## config.mk

```make
export PLATFORM = sky130hd
export DESIGN_NAME = pgr_ctrl
export DESIGN_NICKNAME = d
export VERILOG_FILES = /design/src/rtl/pgr_pkg.sv /design/src/rtl/pgr_ctrl.sv
export SDC_FILE = /design/constraint.sdc
export NUM_CORES = 1
export LEC_CHECK = 0
export BUFFER_PORTS_ARGS = -buffer_cell sky130_fd_sc_hd__buf_2
export CAP_MARGIN = 20
export CORE_MARGIN = 4
export CORE_UTILIZATION = 54
export DETAILED_ROUTE_END_ITERATION = 7
export HOLD_SLACK_MARGIN = 0.05
export PLACE_DENSITY = 0.82
export SLEW_MARGIN = 20
export SYNTH_ARGS = -nofsm -noshare
export SYNTH_HDL_FRONTEND = slang
export SYNTH_SLANG_ARGS = --single-unit
```

## constraint.sdc

```tcl
create_clock -name clk -period 3.5 [get_ports clk]
set_input_delay 0.7 -clock clk [delete_from_list [all_inputs] [get_ports clk]]
set_output_delay 0.7 -clock clk [all_outputs]
set_load 0.01 [all_outputs]
```

## src/rtl/pgr_pkg.sv

```systemverilog
package pgr_pkg;

	localparam int MAX_V    = 64;
	localparam int IDX_W    = $clog2(MAX_V);
	localparam int CNT_W    = IDX_W + 1;
	localparam int FRAC_W   = 30;
	localparam int RANK_W   = FRAC_W + 2;
	localparam int DAMP_W   = 17;
	localparam int THR_W    = 32;
	localparam int ITER_W   = 16;
	localparam int DIFF_W   = RANK_W + IDX_W + 1;
	localparam int QUO_W    = RANK_W + 1;
	localparam int ROW_W    = MAX_V + CNT_W;
	localparam int OP_W     = 5;

	localparam logic [DAMP_W-1:0] DAMP_ONE = 17'd65536;
	localparam logic [CNT_W-1:0]  N_MAX    = CNT_W'(MAX_V);

	localparam logic [1:0] ACT_ADD     = 2'd0;
	localparam logic [1:0] ACT_CLEAR   = 2'd1;
	localparam logic [1:0] ACT_COMPUTE = 2'd2;

	localparam logic [1:0] REG_DAMP  = 2'd0;
	localparam logic [1:0] REG_THR   = 2'd1;
	localparam logic [1:0] REG_ITER  = 2'd2;
	localparam logic [1:0] REG_COUNT = 2'd3;

	localparam logic [OP_W-1:0] OP_NONE     = 5'd0;
	localparam logic [OP_W-1:0] OP_LOAD     = 5'd1;
	localparam logic [OP_W-1:0] OP_CLEAR    = 5'd2;
	localparam logic [OP_W-1:0] OP_ADD_RD   = 5'd3;
	localparam logic [OP_W-1:0] OP_ADD_WR   = 5'd4;
	localparam logic [OP_W-1:0] OP_DIV_ONE  = 5'd5;
	localparam logic [OP_W-1:0] OP_CAP_ONE  = 5'd6;
	localparam logic [OP_W-1:0] OP_DIV_BASE = 5'd7;
	localparam logic [OP_W-1:0] OP_CAP_BASE = 5'd8;
	localparam logic [OP_W-1:0] OP_INIT_WR  = 5'd9;
	localparam logic [OP_W-1:0] OP_CHECK    = 5'd10;
	localparam logic [OP_W-1:0] OP_CT_RD    = 5'd11;
	localparam logic [OP_W-1:0] OP_CT_MUL   = 5'd12;
	localparam logic [OP_W-1:0] OP_CT_GO    = 5'd13;
	localparam logic [OP_W-1:0] OP_CT_WR    = 5'd14;
	localparam logic [OP_W-1:0] OP_AC_RD    = 5'd15;
	localparam logic [OP_W-1:0] OP_AC_ADD   = 5'd16;
	localparam logic [OP_W-1:0] OP_AC_OLD   = 5'd17;
	localparam logic [OP_W-1:0] OP_AC_WR    = 5'd18;
	localparam logic [OP_W-1:0] OP_OUT_RD   = 5'd19;
	localparam logic [OP_W-1:0] OP_OUT      = 5'd20;

	typedef struct packed {
		logic [DAMP_W-1:0] damp;
		logic [THR_W-1:0]  thr;
		logic [ITER_W-1:0] max_iter;
		logic [CNT_W-1:0]  n;
	} cfg_t;

	typedef struct packed {
		logic [OP_W-1:0] op;
		logic            i_clr;
		logic            i_inc;
		logic            j_clr;
		logic            j_inc;
	} cmd_t;

	typedef struct packed {
		logic div_busy;
		logic i_last;
		logic j_last;
		logic go_on;
	} stat_t;

endpackage

```

## src/rtl/pgr_ctrl.sv

```systemverilog
module pgr_ctrl
	import pgr_pkg::*;
(
	input  logic       clk,
	input  logic       arst_n,
	input  logic       start,
	input  logic [1:0] action,
	input  stat_t      stat,
	output cmd_t       cmd,
	output logic       busy,
	output logic       result_valid
);

	localparam logic [4:0] S_IDLE   = 5'd0;
	localparam logic [4:0] S_ADD_RD = 5'd1;
	localparam logic [4:0] S_ADD_WR = 5'd2;
	localparam logic [4:0] S_GO1    = 5'd3;
	localparam logic [4:0] S_W1     = 5'd4;
	localparam logic [4:0] S_GO2    = 5'd5;
	localparam logic [4:0] S_W2     = 5'd6;
	localparam logic [4:0] S_INIT   = 5'd7;
	localparam logic [4:0] S_CHECK  = 5'd8;
	localparam logic [4:0] S_CT_RD  = 5'd9;
	localparam logic [4:0] S_CT_MUL = 5'd10;
	localparam logic [4:0] S_CT_GO  = 5'd11;
	localparam logic [4:0] S_CT_W   = 5'd12;
	localparam logic [4:0] S_AC_RD  = 5'd13;
	localparam logic [4:0] S_AC_ADD = 5'd14;
	localparam logic [4:0] S_AC_OLD = 5'd15;
	localparam logic [4:0] S_AC_WR  = 5'd16;
	localparam logic [4:0] S_OUT_RD = 5'd17;
	localparam logic [4:0] S_OUT    = 5'd18;

	logic [4:0] state_q;
	logic [4:0] state_d;

	assign busy         = (state_q != S_IDLE);
	assign result_valid = (state_q == S_OUT);

	always_comb begin
		state_d   = state_q;
		cmd       = '0;
		cmd.op    = OP_NONE;
		unique case (state_q)
			S_IDLE: begin
				if (start) begin
					unique case (action)
						ACT_ADD: begin
							cmd.op  = OP_LOAD;
							state_d = S_ADD_RD;
						end
						ACT_CLEAR: cmd.op = OP_CLEAR;
						ACT_COMPUTE: state_d = S_GO1;
						default: state_d = S_IDLE;
					endcase
				end
			end
			S_ADD_RD: begin
				cmd.op  = OP_ADD_RD;
				state_d = S_ADD_WR;
			end
			S_ADD_WR: begin
				cmd.op  = OP_ADD_WR;
				state_d = S_IDLE;
			end
			S_GO1: begin
				cmd.op  = OP_DIV_ONE;
				state_d = S_W1;
			end
			S_W1: begin
				if (!stat.div_busy) begin
					cmd.op  = OP_CAP_ONE;
					state_d = S_GO2;
				end
			end
			S_GO2: begin
				cmd.op  = OP_DIV_BASE;
				state_d = S_W2;
			end
			S_W2: begin
				if (!stat.div_busy) begin
					cmd.op    = OP_CAP_BASE;
					cmd.i_clr = 1'b1;
					state_d   = S_INIT;
				end
			end
			S_INIT: begin
				cmd.op = OP_INIT_WR;
				if (stat.i_last) begin
					state_d = S_CHECK;
				end else begin
					cmd.i_inc = 1'b1;
				end
			end
			S_CHECK: begin
				cmd.op    = OP_CHECK;
				cmd.i_clr = 1'b1;
				cmd.j_clr = 1'b1;
				state_d   = stat.go_on ? S_CT_RD : S_OUT_RD;
			end
			S_CT_RD: begin
				cmd.op  = OP_CT_RD;
				state_d = S_CT_MUL;
			end
			S_CT_MUL: begin
				cmd.op  = OP_CT_MUL;
				state_d = S_CT_GO;
			end
			S_CT_GO: begin
				cmd.op  = OP_CT_GO;
				state_d = S_CT_W;
			end
			S_CT_W: begin
				if (!stat.div_busy) begin
					cmd.op = OP_CT_WR;
					if (stat.j_last) begin
						cmd.j_clr = 1'b1;
						cmd.i_clr = 1'b1;
						state_d   = S_AC_RD;
					end else begin
						cmd.j_inc = 1'b1;
						state_d   = S_CT_RD;
					end
				end
			end
			S_AC_RD: begin
				cmd.op  = OP_AC_RD;
				state_d = S_AC_ADD;
			end
			S_AC_ADD: begin
				cmd.op = OP_AC_ADD;
				if (stat.j_last) begin
					state_d = S_AC_OLD;
				end else begin
					cmd.j_inc = 1'b1;
					state_d   = S_AC_RD;
				end
			end
			S_AC_OLD: begin
				cmd.op  = OP_AC_OLD;
				state_d = S_AC_WR;
			end
			S_AC_WR: begin
				cmd.op    = OP_AC_WR;
				cmd.j_clr = 1'b1;
				if (stat.i_last) begin
					state_d = S_CHECK;
				end else begin
					cmd.i_inc = 1'b1;
					state_d   = S_AC_RD;
				end
			end
			S_OUT_RD: begin
				cmd.op  = OP_OUT_RD;
				state_d = S_OUT;
			end
			S_OUT: begin
				cmd.op = OP_OUT;
				if (stat.i_last) begin
					state_d = S_IDLE;
				end else begin
					cmd.i_inc = 1'b1;
					state_d   = S_OUT_RD;
				end
			end
			default: state_d = S_IDLE;
		endcase
	end

	always_ff @(posedge clk or negedge arst_n) begin
		if (!arst_n) begin
			state_q <= S_IDLE;
		end else begin
			state_q <= state_d;
		end
	end

endmodule

```

==> results.json, run 1 <==
{
  "slew_headroom_pct": 59.69,
  "cp.arrival_ns": 1.94,
  "first_pass_iters": 4,
  "coreArea_sq_um": 1171,
  "synth-seq-area-share_pct": 17.54,
  "largest_register": "state_q",
  "fillers": 113,
  "p_sw_mw": 0.3436,
  "worstReg2RegStart": "state_q[4]",
  "worstSetupStartpointType": "flip-flop",
  "synthArstFlopShare_pct": 100.0,
  "design_area_sq_um": 793.3,
  "grt_pass1_wl_mm": 2.939,
  "die_area_sq_um": 1966,
  "gr-usage-met2_pct": 31.10,
  "holdWs_ns": 0.2604,
  "drive_above_1_share_pct": 21.19,
  "multi_input_area_sq_um": 506.7,
  "cts_max_path_buffers": 2,
  "num_vias": 845,
  "htree_levels": 1,
  "synthFlopType": "dfrtp_1",
  "report.power.total_mw": 0.6515,
  "port_buffers": 19,
  "slowest_stage": "dfrtp_1",
  "r2r_cells": 4,
  "met3_usage_pct": 5.691,
  "routedWlPerCell_um": 14.20,
  "grt_util_met1_pct": 25.06,
  "cts-root-buf": "clkbuf_4",
  "r2r_slack_ns": 1.57,
  "utilization_pct": 67.74,
  "hpwl_mm": 1.364,
  "areaGrowthSynthToFinish_pct": 11.23,
  "initial_utilization_pct": 60.90,
  "status": "finished, final reports clean",
  "place_inst": 128,
  "power_density_nw_per_um2": 821.3,
  "syn_avg_cell_area_sq_um": 6.792,
  "num-nets-final": 128,
  "critPathCaptureType": "primary output",
  "hold_class": "in2async",
  "synth_nets": 114,
  "switching_share_pct": 52.74,
  "ant_nets": 0,
  "synth.distinct_cells": 39,
  "p_seq_share_pct": 28.8,
  "dr.first_iter.drc_count": 47,
  "fmax_ghz": 0.3788,
  "ir_worst_vdd_uv": 620.4,
  "post-cts-setup-buffers": 0,
  "power.internal_mw": 0.3079,
  "final-seq-area_sq_um": 125.1,
  "largest_reg_flops": 5,
  "synth-edff-count": 0,
  "fin_tns_setup_ns": 0,
  "grt_use_total_pct": 19.80,
  "critPathRequiredTime_ns": 2.80,
  "setup_viol": 0,
  "worstPathCellList": "nor2b_1, nand2_1, a2111oi_0, buf_2",
  "grt_pass1_vias": 708,
  "drc_errors": 0,
  "grt_max_degree": 22,
  "worstPathMaxFanout": 18,
  "ys_warn_count": 0,
  "setup_ws_ns": 0.8599,
  "clock_skew_ns": 0.001500,
  "gp_congestion": 0.8462,
  "die_h_um": 44.34,
  "routed_wl_mm": 1.875,
  "reg.largest.list": "state_q: 5 flops",
  "antenna_found_initial": 0,
  "crit_type": "reg2out",
  "clk_latency_ns": 0.24,
  "slew_violations": 0,
  "cts_sinks": 5,
  "cts_buffers": 3,
  "via_per_inst": 6.402,
  "cts_tree": "built",
  "synth_cells": 105,
  "place_ws_ns": 1.119,
  "p_leak_nw": 0.3585,
  "io_pins": 20,
  "ctsHoldBuffers": 0,
  "critPathMaxStageDelay_ns": 0.69,
  "synth_area_sq_um": 713.2,
  "antenna_cells": 0,
  "combPwrFrac_pct": 61.0,
  "fin_cells": 132,
  "r2r-end": "state_q[0]",
  "fp-row-count": 12,
  "cap_violations": 0,
  "tightest_slew_ns": 0.6046,
  "power.share.clock_pct": 10.2,
  "postCtsResizedCells": 0,
  "top_usage_layer": "met2",
  "synth-seq-cells": 5,
  "clkTransAtPathRegs_ns": 0.04,
  "rsz0062_at_grt": "no",
  "finalCritPeriodShare_pct": 75.43,
  "hold_viol": 0,
  "place_area_sq_um": 767.0,
  "overflow": 0,
  "die_w_um": 44.34,
  "period_needed_ns": 2.640
}
==> power groups by stage <==
stage / sequential (mW) / clock (mW) / combinational [mW]
3_5_place_dp: 0.187 / 0 / 0.393
3_3_place_gp: 0.182 / 0 / 0.387
5_1_grt: 0.200 / 0.0720 / 0.443
2_1_floorplan: 0.0926 / 0 / 0.403
4_1_cts: 0.186 / 0.0665 / 0.396
6_report: 0.187 / 0.0664 / 0.398
==> cells in the final DEF (no fill, tap or decap), types with 3 or more instances in the layout <==
cell type,instances
a21oi_1,7
a31oi_1,4
and2_1,3
buf_2,19
clkbuf_4,3
dfrtp_1,5
inv_1,6
nand2_1,8
nand3_1,3
nor2_1,11
nor2b_1,6
nor3_1,5
o21ai_0,6
o22ai_1,4
==> cells by family after synthesis <==
logic type,synth area share (%)
simple gates,35.79
buf+inv,11.40
flops,17.54
compound gates,32.81
xor+xnor,2.457
==> cell type report <==
class | instances | share of cell area (%)
Sequential cell | 5 | 15.77
Clock buffer | 4 | 3.312
Timing Repair Buffer | 19 | 11.99
Inverter | 6 | 2.839
Tap cell | 14 | 2.208
Multi-Input combinational cell | 84 | 63.88
==> synthesized netlist by cell type (3+ instances only) <==
cell,instances,area share (%)
buf_2,5,3.5
nand2_1,8,4.2
nor2b_1,6,5.3
nor2_1,11,5.8
and2_1,3,2.6
nand3_1,3,2.1
o21ai_0,6,4.2
nor3_1,5,3.5
inv_1,6,3.2
o22ai_1,4,3.5
a31oi_1,4,3.5
dfrtp_1,5,18
a21oi_1,7,4.9
==> routing by layer <==
metal	up-vias	share of wire [%]
met3	4	7.0
met5	-	0
met4	0	1.7
li1	408	-
met2	39	51
met1	394	41
==> worst max-delay path, delay by kind of cell, from the launching register on <==
kind,cells,cell delay [ns]
AO/OA/AOI/OAI,1,0.38
AND/OR/NAND/NOR,2,0.42
flip-flops,1,0.69
buffers and inverters,1,0.20
==> worst max-delay path by stage <==
stage	depth (start not counted)	end	startpoint
after CTS	4	cmd[0]	state_q[2]
final	4	cmd[0]	state_q[2]
after global routing	4	cmd[0]	state_q[2]
after global placement	4	cmd[0]	state_q[2]
after detailed placement	4	cmd[0]	state_q[2]
after floorplan	4	cmd[0]	state_q[4]
Note: power is estimated with default switching activity, not from simulation.
==> inputs of run 2 (changes only) <==
--- a/config.mk
+++ b/config.mk
@@ -8,10 +8,10 @@
 export BUFFER_PORTS_ARGS = -buffer_cell sky130_fd_sc_hd__buf_2
 export CAP_MARGIN = 20
 export CORE_MARGIN = 4
-export CORE_UTILIZATION = 54
+export CORE_UTILIZATION = 45
 export DETAILED_ROUTE_END_ITERATION = 7
 export HOLD_SLACK_MARGIN = 0.05
-export PLACE_DENSITY = 0.82
+export PLACE_DENSITY = 0.73
 export SLEW_MARGIN = 20
 export SYNTH_ARGS = -nofsm -noshare
 export SYNTH_HDL_FRONTEND = slang
==> constraint.sdc (replaced) <==
create_clock -name clk -period 2.29 [get_ports clk]
set_input_delay 0.458 -clock clk [delete_from_list [all_inputs] [get_ports clk]]
set_output_delay 0.458 -clock clk [all_outputs]
set_load 0.01 [all_outputs]
==> run 2 against run 1 <==
Effect of this change: core utilization decreased by 13 points; critical path depth unchanged; register-to-register slack worse by 1.1 ns; global-route usage shrank 0.27 points; routed wire length up 3.3%; sequential power increased by 29%; sequential cell count did not move; combinational power grew 73%; via count decreased by 1.3%; largest cell class unchanged.
==> results.json, run 2 (synthesis gave the netlist of run 1 again) <==
{
  "num_vias": 834,
  "hold_viol": 0,
  "clock_skew_ns": 0.004478,
  "cts_buffers": 3,
  "combPwrFrac_pct": 66.4,
  "grt_pass1_wl_mm": 3.153,
  "p_leak_nw": 0.3796,
  "drc_errors": 0,
  "r2r_cells": 5,
  "reg.largest.list": "state_q: 5 flops",
  "via_per_inst": 6.043,
  "cts_sinks": 5,
  "overflow": 0,
  "fp-row-count": 14,
  "r2r_slack_ns": 0.44,
  "post-cts-setup-buffers": 0,
  "period_needed_ns": 2.155,
  "cp.arrival_ns": 1.70,
  "ir_worst_vdd_uv": 707.7,
  "dr.first_iter.drc_count": 15,
  "setup_ws_ns": 0.1351,
  "largest_register": "state_q",
  "port_buffers": 19,
  "ant_nets": 0,
  "crit_path_end": "cmd[1]",
  "grt_pass1_vias": 710,
  "hold_class": "in2reg",
  "fmax_ghz": 0.4641,
  "drive_above_1_share_pct": 24.59,
  "antenna_cells": 0,
  "routedWlPerCell_um": 14.04,
  "crit_type": "reg2out",
  "tightest_slew_ns": 0.6361,
  "setup_viol": 0,
  "grt_use_total_pct": 19.53,
  "htree_levels": 1,
  "power_density_nw_per_um2": 1245,
  "routed_wl_mm": 1.937,
  "report.power.total_mw": 1.036,
  "switching_share_pct": 52.11,
  "hpwl_mm": 1.473,
  "p_seq_share_pct": 23.2,
  "die_area_sq_um": 2286,
  "worstReg2RegStart": "state_q[4]",
  "cap_violations": 0,
  "die_h_um": 47.81,
  "r2r-end": "state_q[0]",
  "critPathLaunch": "state_q[3]",
  "cts_tree": "built",
  "slew_violations": 0,
  "slew_headroom_pct": 57.59,
  "grt_max_degree": 22,
  "areaGrowthSynthToFinish_pct": 16.67,
  "antenna_found_initial": 0,
  "final_cell_mix": "19 x buf_2, 11 x nor2_1, 8 x nand2_1, 7 x a21oi_1",
  "clkTransAtPathRegs_ns": 0.05,
  "place_ws_ns": 0.4162,
  "worstSetupStartpointType": "flip-flop",
  "critPathCaptureType": "primary output",
  "cts-root-buf": "clkbuf_4",
  "cts_max_path_buffers": 2,
  "io_pins": 20,
  "finalCritPeriodShare_pct": 94.10,
  "worstPathMaxFanout": 17,
  "fin_tns_setup_ns": 0,
  "clk_latency_ns": 0.25,
  "power.internal_mw": 0.4962,
  "coreArea_sq_um": 1506,
  "rsz0062_at_grt": "no",
  "p_sw_mw": 0.5399,
  "first_pass_iters": 4,
  "final_common_cell": "buf_2",
  "num-nets-final": 132,
  "initial_utilization_pct": 47.34,
  "status": "finished, final reports clean",
  "utilization_pct": 55.23,
  "largest_reg_flops": 5,
  "power.share.clock_pct": 10.4,
  "critPathRequiredTime_ns": 1.83,
  "die_w_um": 47.81,
  "gp_congestion": 0.8016
}
==> run 2: layout make-up <==
| class | instances | area (sq um) |
|---|---|---|
| Inverter | 6 | 22.52 |
| Clock inverter | 1 | 5.005 |
| Tap cell | 16 | 20.02 |
| Clock buffer | 3 | 22.52 |
| Multi-Input combinational cell | 84 | 508.0 |
| Timing Repair Buffer | 23 | 127.6 |
| Fill cell | 152 | 674.4 |
| Sequential cell | 5 | 126.4 |
==> run 2: critical path, cell delays in order, from the launching register on <==
cell     delay [ns]
dfrtp_1        0.55
or3b_1         0.53
o21ai_0        0.11
and2_1         0.13
buf_2          0.12
==> run 2: worst min path at each step <==
stage / end / cells after the start / startpoint / slack, ns
floorplan: state_q[0] / 0 / arst_n / 0.16
global placement: state_q[4] / 1 / arst_n / 0.28
detailed placement: state_q[4] / 1 / arst_n / 0.28
CTS: state_q[1] / 3 / action[1] / 0.50
global route: state_q[1] / 3 / action[1] / 0.51
finish: state_q[1] / 3 / action[1] / 0.50
==> run 2: through the flow <==
stage | std cells | hold WS [ns] | instance area, sq um
2_1_floorplan | 105 | 0.1624 | 713.2
3_3_place_gp | 133 | 0.2754 | 792.0
3_5_place_dp | 133 | 0.2819 | 792.0
4_1_cts | 138 | 0.5006 | 829.5
5_1_grt | 138 | 0.5055 | 832.0
6_report | 138 | 0.5030 | 832.0
==> run 2: per-layer routing <==
metal	GRT usage [%]	up-vias	share of wire, %
li1	-	412	-
met1	26.29	391	43
met2	31.40	27	50
met3	2.256	4	5.8
met4	8.065	0	1.7
met5	0	-	0
==> run 2: repair_timing <==
action / CTS / global route
hold endpoints to repair: 5 / 0
hold buffers: 1 / 0
setup endpoints to repair: 0 / 1
gates resized for setup: 0 / 2
==> run 2: power by group through the flow <==
stage               combinational, mW  sequential, mW  clock [mW]
floorplan                       0.615           0.142           0
global placement                0.674           0.230           0
detailed placement              0.679           0.237           0
CTS                             0.685           0.234       0.109
global route                    0.762           0.251       0.116
finish                          0.688           0.241       0.107
